`src/rtl/lsc_pkg.sv`:
```
// ----------------------------------------------------------------------------
// lsc_pkg: lever sample conditioner shared definitions
// Widths, fixed-point constants, register indexes, FSM states and the
// mouse-path status record.
// ----------------------------------------------------------------------------
package lsc_pkg;

  localparam int SAMPLE_BITS   = 12;
  localparam int CFG_BITS      = SAMPLE_BITS;
  localparam int POS_BITS      = 16;
  localparam int NUM_BITS      = SAMPLE_BITS + POS_BITS;
  localparam int AXIS_BITS     = 25;
  localparam int AXIS_OUT_BITS = 16;
  localparam int MAG_BITS      = 24;
  localparam int WEIGHT_BITS   = 7;
  localparam int DIV_BITS      = MAG_BITS + WEIGHT_BITS;
  localparam int CNT_BITS      = 5;
  localparam int ACC_BITS      = 29;
  localparam int ACC_INT_BITS  = ACC_BITS - 16;
  localparam int STEP_BITS     = 8;
  localparam int GAIN_BITS     = 11;
  localparam int SCALED_BITS   = POS_BITS + GAIN_BITS;

  localparam logic [SAMPLE_BITS-1:0] SPAN_MARGIN   = SAMPLE_BITS'(50);
  localparam logic [SAMPLE_BITS-1:0] FALLBACK_LOW  = SAMPLE_BITS'(50);
  localparam logic [SAMPLE_BITS-1:0] FALLBACK_HIGH = SAMPLE_BITS'(2**SAMPLE_BITS - 51);
  localparam logic [SAMPLE_BITS-1:0] FILTER_RESET  = SAMPLE_BITS'(2**(SAMPLE_BITS-1));

  localparam logic [POS_BITS:0]              POS_FULL    = (POS_BITS+1)'(65535);
  localparam logic signed [AXIS_BITS-1:0]    AXIS_OFFSET = AXIS_BITS'(32767 * 256);
  localparam logic [WEIGHT_BITS-1:0]         WEIGHT_MAX  = WEIGHT_BITS'(100);
  localparam logic [WEIGHT_BITS-1:0]         DIVISOR     = WEIGHT_BITS'(100);

  localparam logic [GAIN_BITS-1:0]           MOUSE_GAIN  = GAIN_BITS'(2000);
  localparam logic [POS_BITS-1:0]            POS_HALF    = POS_BITS'(32768);
  localparam logic signed [ACC_BITS-1:0]     ACC_MAX     = {1'b0, {(ACC_BITS-1){1'b1}}};
  localparam logic signed [ACC_BITS-1:0]     ACC_MIN     = {1'b1, {(ACC_BITS-1){1'b0}}};
  localparam logic signed [ACC_INT_BITS-1:0] STEP_HI     = ACC_INT_BITS'(127);
  localparam logic signed [ACC_INT_BITS-1:0] STEP_LO     = -ACC_INT_BITS'(127);

  typedef enum logic [1:0] {
    REG_SPAN_LOW,
    REG_SPAN_HIGH,
    REG_AXIS_INVERT,
    REG_AXIS_SMOOTHING
  } cfg_index_t;

  typedef enum logic [3:0] {
    ST_IDLE,
    ST_PREP,
    ST_LOAD,
    ST_POS,
    ST_TGT,
    ST_SUB,
    ST_MUL,
    ST_DIV,
    ST_FIN,
    ST_OUT
  } state_t;

  typedef struct packed {
    logic                        busy;
    logic signed [STEP_BITS-1:0] step;
  } mouse_status_t;

endpackage

```
`src/rtl/lever_sample_conditioner_top.sv`:
```
// ----------------------------------------------------------------------------
// lever_sample_conditioner_top: analog lever conditioner
// Quarter-weight low-pass filter, calibrated span scaling, smoothed gamepad
// axis and accumulated mouse delta.
//
// Usage: one raw sample is taken per in beat (in_valid/in_ready); each gives
// exactly one result beat (out_valid/out_ready) carrying the filtered level,
// the 16-bit position, the gamepad axis and the mouse delta. Registers are
// written through cfg_we/cfg_index/cfg_data; the user must write them only
// while no sample is in flight, as the block itself does not enforce it.
// The position divide and the smoothing divide by 100 are bit-serial, one
// quotient bit at a time; the smoothing divide is skipped when the axis is
// direct. in_ready is high only between samples, so the block takes no new
// sample before it is through with the last one. The result sits in an
// output register; the next sample is taken while it waits. A stalled
// receiver holds the block once the following result is finished. Reset
// restores the calibration, clears the axis and mouse state and sets the
// filter to mid-scale; no result is pending after reset.
// ----------------------------------------------------------------------------
module lever_sample_conditioner_top import lsc_pkg::*; (
  input  logic                            clk,
  input  logic                            rst,
  input  logic                            cfg_we,
  input  logic [1:0]                      cfg_index,
  input  logic [CFG_BITS-1:0]             cfg_data,
  input  logic                            in_valid,
  output logic                            in_ready,
  input  logic [SAMPLE_BITS-1:0]          raw_sample,
  output logic                            out_valid,
  input  logic                            out_ready,
  output logic [SAMPLE_BITS-1:0]          filtered_level,
  output logic [POS_BITS-1:0]             io4_position,
  output logic signed [AXIS_OUT_BITS-1:0] gamepad_axis,
  output logic signed [STEP_BITS-1:0]     mouse_delta
);

  state_t state, state_next;

  logic [SAMPLE_BITS-1:0]          span_low;
  logic [SAMPLE_BITS-1:0]          span_high;
  logic                            axis_invert;
  logic [7:0]                      axis_smoothing;
  logic [SAMPLE_BITS-1:0]          filter_value;
  logic signed [AXIS_BITS-1:0]     axis_smoothed;

  logic [SAMPLE_BITS-1:0]          lvl_off;
  logic [SAMPLE_BITS-1:0]          den;
  logic [SAMPLE_BITS-1:0]          rem;
  logic [POS_BITS-1:0]             quo;
  logic [CNT_BITS-1:0]             cnt;
  logic signed [AXIS_BITS-1:0]     target;
  logic [WEIGHT_BITS-1:0]          weight;
  logic                            direct;
  logic [MAG_BITS-1:0]             mag;
  logic                            mag_neg;
  logic [DIV_BITS-1:0]             dsh;
  logic [WEIGHT_BITS-1:0]          drem;

  logic                            mouse_start;
  logic                            out_load;
  mouse_status_t                   mstat;

  logic [SAMPLE_BITS+1:0]          filter_sum;
  logic [SAMPLE_BITS:0]            span_lim;
  logic                            narrow;
  logic [SAMPLE_BITS-1:0]          lo;
  logic [SAMPLE_BITS-1:0]          hi;
  logic [SAMPLE_BITS-1:0]          level;
  logic [NUM_BITS-1:0]             num;
  logic [SAMPLE_BITS:0]            rem_sh;
  logic                            pos_ge;
  logic [SAMPLE_BITS:0]            rem_sub;
  logic [POS_BITS-1:0]             pi;
  logic [POS_BITS:0]               c_sum;
  logic                            c_ge;
  logic                            c_rnz;
  logic [8:0]                      ceil_c;
  logic signed [AXIS_BITS-1:0]     target_next;
  logic [WEIGHT_BITS-1:0]          weight_next;
  logic [MAG_BITS-1:0]             mag_next;
  logic [DIV_BITS-1:0]             prod;
  logic [WEIGHT_BITS:0]            div_sh;
  logic                            div_ge;
  logic [WEIGHT_BITS:0]            div_sub;
  logic signed [AXIS_BITS-1:0]     q_s;
  logic signed [AXIS_BITS-1:0]     smooth_next;
  logic signed [AXIS_BITS-1:0]     axis_round;

  lsc_mouse u_mouse (
    .clk      (clk),
    .rst      (rst),
    .start    (mouse_start),
    .position (quo),
    .status   (mstat)
  );

  // datapath
  always_comb begin
    filter_sum = {1'b0, filter_value, 1'b0} + {2'b0, filter_value} + {2'b0, raw_sample};

    span_lim = {1'b0, span_low} + {1'b0, SPAN_MARGIN};
    narrow   = {1'b0, span_high} <= span_lim;
    lo       = narrow ? FALLBACK_LOW : span_low;
    hi       = narrow ? FALLBACK_HIGH : span_high;
    if (filter_value < lo) begin
      level = lo;
    end else if (filter_value > hi) begin
      level = hi;
    end else begin
      level = filter_value;
    end

    num = {lvl_off, {POS_BITS{1'b0}}} - NUM_BITS'(lvl_off);

    rem_sh  = {rem, quo[POS_BITS-1]};
    rem_sub = rem_sh - {1'b0, den};
    pos_ge  = rem_sh >= {1'b0, den};

    // T = 256 * Pi - ceil(256 * Pi / 65535) - offset
    pi     = axis_invert ? ~quo : quo;
    c_sum  = (POS_BITS+1)'(pi[15:8]) + {1'b0, pi[7:0], 8'd0};
    c_ge   = c_sum >= POS_FULL;
    c_rnz  = c_ge ? (c_sum != POS_FULL) : (c_sum != '0);
    ceil_c = {1'b0, pi[15:8]} + 9'(c_ge) + 9'(c_rnz);
    target_next = $signed({1'b0, pi, 8'd0}) - $signed(AXIS_BITS'(ceil_c)) - AXIS_OFFSET;

    weight_next = (axis_smoothing > 8'(WEIGHT_MAX)) ? WEIGHT_MAX : axis_smoothing[6:0];

    mag_next = (target < axis_smoothed) ? MAG_BITS'(axis_smoothed - target)
                                        : MAG_BITS'(target - axis_smoothed);
    prod = {{WEIGHT_BITS{1'b0}}, mag} * {{MAG_BITS{1'b0}}, weight};

    div_sh  = {drem, dsh[DIV_BITS-1]};
    div_sub = div_sh - {1'b0, DIVISOR};
    div_ge  = div_sh >= {1'b0, DIVISOR};

    q_s = $signed(dsh[AXIS_BITS-1:0]);
    if (direct) begin
      smooth_next = target;
    end else if (mag_neg) begin
      smooth_next = axis_smoothed - q_s;
    end else begin
      smooth_next = axis_smoothed + q_s;
    end

    axis_round = axis_smoothed[AXIS_BITS-1] ? axis_smoothed + AXIS_BITS'(255) : axis_smoothed;
  end

  // next state
  always_comb begin
    state_next = state;
    case (state)
      ST_IDLE: if (in_valid) state_next = ST_PREP;
      ST_PREP: state_next = ST_LOAD;
      ST_LOAD: state_next = ST_POS;
      ST_POS:  if (cnt == '0) state_next = ST_TGT;
      ST_TGT:  state_next = ST_SUB;
      ST_SUB:  state_next = ST_MUL;
      ST_MUL:  state_next = direct ? ST_FIN : ST_DIV;
      ST_DIV:  if (cnt == '0) state_next = ST_FIN;
      ST_FIN:  state_next = ST_OUT;
      ST_OUT:  if ((!out_valid || out_ready) && !mstat.busy) state_next = ST_IDLE;
      default: state_next = ST_IDLE;
    endcase
  end

  // control outputs
  always_comb begin
    in_ready    = 1'b0;
    mouse_start = 1'b0;
    out_load    = 1'b0;
    case (state)
      ST_IDLE: in_ready = 1'b1;
      ST_TGT:  mouse_start = 1'b1;
      ST_OUT:  out_load = (!out_valid || out_ready) && !mstat.busy;
      default: ;
    endcase
  end

  always_ff @(posedge clk) begin
    if (rst) begin
      state          <= ST_IDLE;
      span_low       <= FALLBACK_LOW;
      span_high      <= FALLBACK_HIGH;
      axis_invert    <= 1'b0;
      axis_smoothing <= '0;
      filter_value   <= FILTER_RESET;
      axis_smoothed  <= '0;
      out_valid      <= 1'b0;
    end else begin
      state <= state_next;
      if (cfg_we) begin
        case (cfg_index)
          REG_SPAN_LOW:       span_low <= cfg_data[SAMPLE_BITS-1:0];
          REG_SPAN_HIGH:      span_high <= cfg_data[SAMPLE_BITS-1:0];
          REG_AXIS_INVERT:    axis_invert <= cfg_data[0];
          REG_AXIS_SMOOTHING: axis_smoothing <= cfg_data[7:0];
          default: ;
        endcase
      end
      if (in_valid && in_ready) begin
        filter_value <= filter_sum[SAMPLE_BITS+1:2];
      end
      if (state == ST_FIN) begin
        axis_smoothed <= smooth_next;
      end
      if (out_load) begin
        out_valid <= 1'b1;
      end else if (out_ready) begin
        out_valid <= 1'b0;
      end
    end
  end

  always_ff @(posedge clk) begin
    case (state)
      ST_PREP: begin
        lvl_off <= level - lo;
        den     <= hi - lo;
      end
      ST_LOAD: begin
        rem <= num[NUM_BITS-1:POS_BITS];
        quo <= num[POS_BITS-1:0];
        cnt <= CNT_BITS'(POS_BITS - 1);
      end
      ST_POS: begin
        rem <= pos_ge ? rem_sub[SAMPLE_BITS-1:0] : rem_sh[SAMPLE_BITS-1:0];
        quo <= {quo[POS_BITS-2:0], pos_ge};
        cnt <= cnt - 1'b1;
      end
      ST_TGT: begin
        target <= target_next;
        weight <= weight_next;
        direct <= (weight_next <= WEIGHT_BITS'(1)) || (weight_next == WEIGHT_MAX);
      end
      ST_SUB: begin
        mag     <= mag_next;
        mag_neg <= target < axis_smoothed;
      end
      ST_MUL: begin
        dsh  <= prod;
        drem <= '0;
        cnt  <= CNT_BITS'(DIV_BITS - 1);
      end
      ST_DIV: begin
        drem <= div_ge ? div_sub[WEIGHT_BITS-1:0] : div_sh[WEIGHT_BITS-1:0];
        dsh  <= {dsh[DIV_BITS-2:0], div_ge};
        cnt  <= cnt - 1'b1;
      end
      default: ;
    endcase
    if (out_load) begin
      filtered_level <= filter_value;
      io4_position   <= quo;
      gamepad_axis   <= axis_round[AXIS_OUT_BITS+7:8];
      mouse_delta    <= mstat.step;
    end
  end

  a_mouse_done: assert property (@(posedge clk) disable iff (rst)
    (state == ST_IDLE) |-> !mstat.busy)
    else $error("mouse path still busy between samples");

  a_pos_rem: assert property (@(posedge clk) disable iff (rst)
    (state == ST_POS) |-> (rem < den))
    else $error("position divide remainder out of range");

  a_div_rem: assert property (@(posedge clk) disable iff (rst)
    (state == ST_DIV) |-> (drem < DIVISOR))
    else $error("smoothing divide remainder out of range");

  a_axis_range: assert property (@(posedge clk) disable iff (rst)
    (state == ST_OUT) |-> (axis_smoothed <= AXIS_OFFSET) && (axis_smoothed >= -AXIS_OFFSET))
    else $error("axis state outside target range");

endmodule

```
`src/rtl/lsc_mouse.sv`:
```
// ----------------------------------------------------------------------------
// lsc_mouse: mouse delta path
// Scales the position change into a Q.16 accumulator, saturates it and
// takes whole steps of at most 127 counts out of it, once per start pulse.
// ----------------------------------------------------------------------------
module lsc_mouse import lsc_pkg::*; (
  input  logic                clk,
  input  logic                rst,
  input  logic                start,
  input  logic [POS_BITS-1:0] position,
  output mouse_status_t       status
);

  logic [POS_BITS-1:0]             prev;
  logic signed [POS_BITS:0]        diff;
  logic                            neg;
  logic [SCALED_BITS-1:0]          scaled;
  logic signed [ACC_BITS-1:0]      dval;
  logic signed [ACC_BITS-1:0]      acc;
  logic [3:0]                      stg;
  logic signed [STEP_BITS-1:0]     step;

  logic [POS_BITS-1:0]             diff_neg;
  logic [POS_BITS-1:0]             diff_mag;
  logic [SCALED_BITS-1:0]          scaled_next;
  logic [POS_BITS:0]               sc_sum;
  logic                            sc_carry;
  logic [ACC_BITS-2:0]             dmag;
  logic signed [ACC_BITS-1:0]      dval_next;
  logic signed [ACC_BITS:0]        acc_sum;
  logic signed [ACC_BITS-1:0]      acc_sat;
  logic signed [ACC_INT_BITS-1:0]  acc_hi;
  logic signed [ACC_INT_BITS-1:0]  step_raw;
  logic signed [ACC_INT_BITS-1:0]  step_lim;
  logic signed [ACC_INT_BITS-1:0]  acc_hi_next;

  always_comb begin
    diff_neg    = POS_BITS'(-diff);
    diff_mag    = diff[POS_BITS] ? diff_neg : diff[POS_BITS-1:0];
    scaled_next = {{GAIN_BITS{1'b0}}, diff_mag} * {{POS_BITS{1'b0}}, MOUSE_GAIN};

    // x * 65536 / 65535 = x + x / 65535, quotient by one fold and compare
    sc_sum   = (POS_BITS+1)'(scaled[SCALED_BITS-1:POS_BITS]) + {1'b0, scaled[POS_BITS-1:0]};
    sc_carry = sc_sum >= POS_FULL;
    dmag     = (ACC_BITS-1)'(scaled) + (ACC_BITS-1)'(scaled[SCALED_BITS-1:POS_BITS])
             + (ACC_BITS-1)'(sc_carry);
    dval_next = neg ? -$signed({1'b0, dmag}) : $signed({1'b0, dmag});

    acc_sum = {acc[ACC_BITS-1], acc} + {dval[ACC_BITS-1], dval};
    if (acc_sum[ACC_BITS] != acc_sum[ACC_BITS-1]) begin
      acc_sat = acc_sum[ACC_BITS] ? ACC_MIN : ACC_MAX;
    end else begin
      acc_sat = acc_sum[ACC_BITS-1:0];
    end

    // truncate toward zero
    acc_hi   = acc[ACC_BITS-1:16];
    step_raw = acc_hi + ACC_INT_BITS'(acc[ACC_BITS-1] && (acc[15:0] != 16'd0));
    if (step_raw > STEP_HI) begin
      step_lim = STEP_HI;
    end else if (step_raw < STEP_LO) begin
      step_lim = STEP_LO;
    end else begin
      step_lim = step_raw;
    end
    acc_hi_next = acc_hi - step_lim;
  end

  always_ff @(posedge clk) begin
    if (rst) begin
      prev <= POS_HALF;
      acc  <= '0;
      stg  <= '0;
    end else begin
      stg <= {stg[2:0], start};
      if (start) begin
        prev <= position;
      end
      if (stg[2]) begin
        acc <= acc_sat;
      end else if (stg[3]) begin
        acc <= {acc_hi_next, acc[15:0]};
      end
    end
  end

  always_ff @(posedge clk) begin
    if (start) begin
      diff <= $signed({1'b0, position}) - $signed({1'b0, prev});
    end
    if (stg[0]) begin
      neg    <= diff[POS_BITS];
      scaled <= scaled_next;
    end
    if (stg[1]) begin
      dval <= dval_next;
    end
    if (stg[3]) begin
      step <= STEP_BITS'(step_lim);
    end
  end

  assign status.busy = |stg;
  assign status.step = step;

  a_start_idle: assert property (@(posedge clk) disable iff (rst)
    start |-> !status.busy)
    else $error("mouse start while busy");

  a_one_stage: assert property (@(posedge clk) disable iff (rst)
    $onehot0(stg))
    else $error("mouse stages overlap");

  a_step_range: assert property (@(posedge clk) disable iff (rst)
    stg[3] |=> (step <= 8'sd127) && (step >= -8'sd127))
    else $error("mouse step out of range");

endmodule
```
`config.mk`:
```
export PLATFORM = sky130hd
export DESIGN_NAME = lever_sample_conditioner_top
export DESIGN_NICKNAME = d
export VERILOG_FILES = /design/src/rtl/lsc_pkg.sv /design/src/rtl/lever_sample_conditioner_top.sv /design/src/rtl/lsc_mouse.sv
export SDC_FILE = /design/constraint.sdc
export NUM_CORES = 2
export LEC_CHECK = 0
export ABC_CLOCK_PERIOD_IN_PS = 9400
export BUFFER_PORTS_ARGS = -buffer_cell sky130_fd_sc_hd__buf_2
export CORE_MARGIN = 8
export CORE_UTILIZATION = 50
export DETAILED_ROUTE_END_ITERATION = 7
export PLACE_DENSITY = 0.62
export SYNTH_ARGS = -nofsm -noshare
export SYNTH_HDL_FRONTEND = slang
export SYNTH_HIERARCHICAL = 1
export SYNTH_SLANG_ARGS = --single-unit
```
`constraint.sdc`:
```
create_clock -name clk -period 9.4 [get_ports clk]
set_clock_uncertainty 0.1 [all_clocks]
set_input_delay 0.47 -clock clk [delete_from_list [all_inputs] [get_ports clk]]
set_output_delay 0.47 -clock clk [all_outputs]
set_load 0.005 [all_outputs]
```
* Word-level counts from Yosys, hierarchy flattened
Index checks and enable logic that the tools add are counted.
Storage, ports and cells: output and inout bits 54, register bits after elaboration 407
Cells by class: mux-type cells 37, add/subtract/negate cells 28, reductions and logical operators 24, bitwise operators 1, multiply operators 2, $lt $le $gt $ge 12, equality and inequality tests 19
Operators with widths (count):
- $mux 29 | 4
- $pmux 31 s2 | 1
- $mux 12 | 5
- $mux 25 | 2
- $mux 24 | 2
- $sub 24x24->24 | 2
- $pmux 4 s10 | 1
- $sub 12x12->12 | 3
- $ge 17x16->1 const B | 2
- $mux 16 | 2
- $pmux 16 s2 | 1
- $mul 24x7->31 | 1
- $add 29x29->30 | 1
- $neg 28->29 | 1
- $add 27x11->28 | 1
- $add 28x1->28 | 1
- $mux 28 | 1
- $sub 28x12->28 | 1
- $mux 13 | 2
- $add 25x25->25 | 1
- $lt 25x25->1 | 1
- $sub 24x9->25 | 1
- $sub 25x24->25 const B | 1
- $sub 25x25->25 | 1
- other kinds (55) | 84

* Depth between registers and ports, before layout
depth after elaboration 9, mapped depth 38

* Cells and area by module
The synthesis kept the hierarchy.
Modules (own cells, without submodules):
- lever_sample_conditioner_top | instances 1, cells each 2800, area an instance 25286.8 um2
- lsc_mouse | instances 1, cells each 1328, area an instance 12134.1 um2

* Worst setup path after synthesis
Ideal clock, no wire load.
kind reg-to-reg, from register span_low[1], to register lvl_off[10] (data pin), path slack 2.492 ns, cell stages (with the launch flop) 39, period minus slack after synthesis 6.908 ns, data required time 9.042 ns, arrival time 6.550 ns, cells stage by stage dfxtp_1 ha_1 a21oi_1 a21boi_0 nand3_1 xor2_1 ha_1 nand4_1 nor2_1 a211o_1 a21oi_1 a21oi_1 buf_2 buf_1 clkbuf_1 nand2_1 ha_1 a21o_1 [... 3 more ...] o21ai_0 nor4_1 or2_2 clkbuf_1 clkbuf_1 mux2i_1 ha_1 fa_1 nor2b_1 o21ai_0 a21boi_0 o21ai_0 a21boi_0 o21ai_0 nand2b_1 a21o_1 a21oi_1 xnor2_1
Between the ends: longest elaborated chain between the ends 7, elaborated cells on any way between the ends 9, classes of those cells 2 x add/sub; 3 x order compare; 4 x mux
Ends and longest elaborated chain:
- start, declared | RTL line lever_sample_conditioner_top.sv:39 | logic [SAMPLE_BITS-1:0] span_low;
- start signal, assigned | RTL line lever_sample_conditioner_top.sv:194 | REG_SPAN_LOW: span_low <= cfg_data[SAMPLE_BITS-1:0];
- $add 12x6->13 | RTL line lever_sample_conditioner_top.sv:101 | span_lim = {1'b0, span_low} + {1'b0, SPAN_MARGIN};
- $le 12x13->1 | RTL line lever_sample_conditioner_top.sv:102 | narrow = {1'b0, span_high} <= span_lim;
- $mux 12 | RTL line lever_sample_conditioner_top.sv:104 | hi = narrow ? FALLBACK_HIGH : span_high;
- $gt 12x12->1 | RTL line lever_sample_conditioner_top.sv:107 | end else if (filter_value > hi) begin
- $mux 12 | RTL line lever_sample_conditioner_top.sv:107
- $mux 12 | RTL line lever_sample_conditioner_top.sv:105 | if (filter_value < lo) begin
- $sub 12x12->12 (*) | RTL line lever_sample_conditioner_top.sv:218 | lvl_off <= level - lo;
- end signal, assigned | RTL line lever_sample_conditioner_top.sv:218
- end, declared | RTL line lever_sample_conditioner_top.sv:46 | logic [SAMPLE_BITS-1:0] lvl_off;
Mark *: on every way between the ends. The rest lies on a longest branch, timed or not. A chain may end at the register's enable or synchronous reset.

* Worst setup path in the final report
from register span_low[2], to register lvl_off[10] (data pin)
The elaborated chain is that of the path after synthesis.

==> flow_summary_export.csv <==
group,metric,value,unit
status,outcome,"finished, final reports clean",
setup_path,worst-endpoint-arrival,8140,ps
clock_tree,worst_setup_hold_path_clk_slew,60,ps
logic_synthesis,synthesis.nets,4710,
setup_path,cp.required,9650,ps
sta,timing.fmax,127,MHz
place,placement.io_buffers,84,
global_routing,grt.overflow.total,0,
global_routing,largest_net_degree_at_the_start_of_global_routing,69,
place,final_weighted_congestion_in_routability_driven_placement,0.911,
drt,detail_route.vias_per_cell,5.69,
logic_synthesis,synth_mux_area_share,1.97,%
place,place_hpwl,70.8,mm
logic_synthesis,synth.cell_area,0.0374,sq mm
drt,avgRoutedWirePerCell,17.9,um
floorplanning,dieHeight,290,um
sta,timing.final.crit_period,7880,ps
power_and_ir_drop,cellPowerDensity,165,mW/mm^2
logic_synthesis,post_synthesis_simple_gate_area_fraction,16.1,%
global_routing,antenna_found_initial,5,
logic_synthesis,synthesized_instance_count,4128,
setup_path,critical-path-max-stage-delay,810,ps
sta,worst_slew_pin_slew,1130,ps
cells_and_area,layout-area-overhead-vs-synth,7.47,%
global_routing,grt_first_pass_wirelength,150,mm
drt,detailedRoute.firstPassIterationCount,7,
global_routing,first_global_vias,28461,
sta,period_utilization_post_route,83.8,%
cells_and_area,most-common-layout-cells,"sky130_fd_sc_hd__nand2_1 (410), sky130_fd_sc_hd__inv_1 (366), sky130_fd_sc_hd__ha_1 (365)",
min_path,timing.hold.worst.class,"in2reg",
global_routing,grtUsageTotal,21.8,%
logic_synthesis,synth-async-reset-ratio,0,%
logic_synthesis,synth_top_family_by_area,"adder cells",
job,maxCapViolations,0,
sta,rsz0062_at_grt,"no",
cells_and_area,layout.nets,4705,
sta,timing.final.setup_violations,0,
clock_tree,cts_num_sinks,407,
logic_synthesis,ys.flop_type,"sky130_fd_sc_hd__edfxtp_1",
clock_tree,tritoncts,"yes",
sta,fin_tns_setup,0,ps
logic_synthesis,synth_enable_flop_cells,283,
drt,route.antenna.remaining_nets,0,
drt,detailroute.via_count,29176,
sta,timing.slew.headroom,24.6,%
power_and_ir_drop,report.power.total,6.63,mW
setup_path,crit_slowest_cell,"sky130_fd_sc_hd__a21oi_2",
clock_tree,cts_setup_buffers,0,
floorplanning,floorplan.core_area,0.0743,sq mm
setup_path,worstSetupPathType,"reg2reg",
clock_tree,htree_levels,2,
place,placement.setup.worst_slack,1570,ps
cells_and_area,n_fill_cell,6910,
logic_synthesis,total_of_warnings_raised_by_yosys,6,
clock_tree,cts_max_path_buffers,3,
cells_and_area,finish.instance_area,0.0402,sq mm
setup_path,setup.worst_path.end_class,"flip-flop",
floorplanning,die_boundary_width,290,um
clock_tree,ctsRootBufferMaster,"sky130_fd_sc_hd__clkbuf_16",
drt,detailedRoute.firstIterationViolations,2046,
cells_and_area,antenna-diode-count,0,
floorplanning,floorplan.rows,100,
drt,final_routed_drc_violation_total,0,
place,dpl-instance-area,0.0386,sq mm
clock_tree,worstSkewPairLatency,610,ps
drt,wirelength,92.0,mm
logic_synthesis,synth-compound-area-share,16.6,%
power_and_ir_drop,static-leakage-power,17.1,nW
logic_synthesis,synth_register_bits,407,
cells_and_area,drive_above_1_share,6.80,%
sta,hold_slack,57.6,ps
floorplanning,initial_core_util,50.4,%
cells_and_area,layout.cells.most_common,"sky130_fd_sc_hd__nand2_1",
clock_tree,number_of_buffers_created_by_cts,46,
floorplanning,die_area,0.0839,sq mm
logic_synthesis,yosys.cell_types.count,109,
setup_path,startpoint_type,"flip-flop",
setup_path,crit_path_max_fanout,21,
logic_synthesis,synth_area_per_inst,9.07,sq um
sta,timing.final.ws_setup,1520,ps
logic_synthesis,post_synthesis_adder_cell_area_fraction,22.3,%
logic_synthesis,xor_xnor_portion_of_the_synthesized_cell_area,8.09,%
floorplanning,io_pins,85,
sta,final-hold-violation-count,0,
logic_synthesis,synth-seq-area-share,29.3,%
power_and_ir_drop,max_vdd_drop,0.000283,V
sta,maxSlewViolCount,0,
per-layer routing:
layer  vias to the layer above  share of wire (%)  track usage (%)
li1                      14478                  -                -
met1                     13995                 49             31.5
met2                       578                 45             35.1
met3                       123                4.3             2.16
met4                         2                2.3             5.55
met5                         -              0.014                0
Yosys cell counts, drive strengths merged (33+ instances only):
library cell	number	area share [%]
buf	35	0.48
nand2b	40	0.67
xnor2	230	5.4
nand3	79	1.1
nor2b	47	0.79
and2	65	1.1
xor2	113	2.6
edfxtp	283	23
dfxtp	124	6.6
nand2	410	4.1
a21oi	303	4.1
ha	365	12
and3	35	0.60
nand4	38	0.64
clkbuf	133	1.4
a21o	97	1.9
nor2	306	3.1
fa	186	10
mux2i	69	1.8
a31oi	33	0.57
a211oi	51	1.0
nor3	79	1.1
inv	367	3.7
o21ai	217	2.9
power breakdown:
part,switching [mW],internal (mW)
Sequential,0.176,2.15
Combinational,1.34,1.08
Clock,0.778,1.10
kinds of logic (layout without fill, tap and decap cells):
kind of cell             count (synthesis)  count (layout)
AO/OA/AOI/OAI                          961             961
AND/OR/NAND/NOR                       1247            1247
XOR/XNOR                               344             344
buffers and inverters                  538             571
multiplexers                            73              73
adder cells (fa/ha/maj)                558             558
flip-flops                             407             407
path summary, 6_finish.rpt:
check / cells past startpoint / to / slack (ps) / from
max: 34 / lvl_off[10] / 1520 / span_low[2]
max reg2reg: 34 / lvl_off[10] / 1520 / span_low[2]
min: 3 / span_high[4] / 60 / cfg_data[4]
min reg2reg: 0 / mouse_delta[7] / 320 / u_mouse/step[7]
area by class of cell:
type / instances / area (sq um) / share of cell area (%)
multi-input combinational: 3183 / 24400 / 60.7
sequential: 407 / 11000 / 27.3
inverter: 370 / 1390 / 3.46
clock buffer: 63 / 1280 / 3.18
tap: 969 / 1210 / 3.01
timing repair buffer: 115 / 666 / 1.66
clock inverter: 23 / 289 / 0.719
timing repair:
action	in CTS	in global routing
resized for setup	0	0
hold buffers	4	0
setup endpoints to repair	0	0
hold endpoints to repair	5	0
worst max-delay path, delay by kind of cell, from the launching register on:
kind | cells | cell delay (ps)
and+or+nand+nor | 9 | 1690
muxes | 2 | 230
AOI/OAI and AO/OA | 16 | 3400
DFF | 1 | 420
xor gates and xnor gates | 2 | 290
adders and majority gates | 5 | 1510
state kept, by name (all words and copies together) (netlist names), 7 cells and up:
signal	flops
filtered_level	12
u_mouse/scaled	23
dsh	31
u_mouse/prev	16
axis_smoothed	25
den	12
span_low	12
u_mouse/diff	17
axis_smoothing	8
rem	12
quo	16
lvl_off	12
u_mouse/step	8
target	25
filter_value	12
u_mouse/dval	29
gamepad_axis	16
drem	7
span_high	12
weight	7
io4_position	16
mouse_delta	8
mag	24
u_mouse/acc	29
stage by stage:
stage               instances  util (%)
global route             5130      54.1
CTS                      5130      54.1
global placement         5040      51.9
finish                   5130      54.1
detailed placement       5040      51.9
floorplan                4128         -
(Power assumes the default switching activity.)
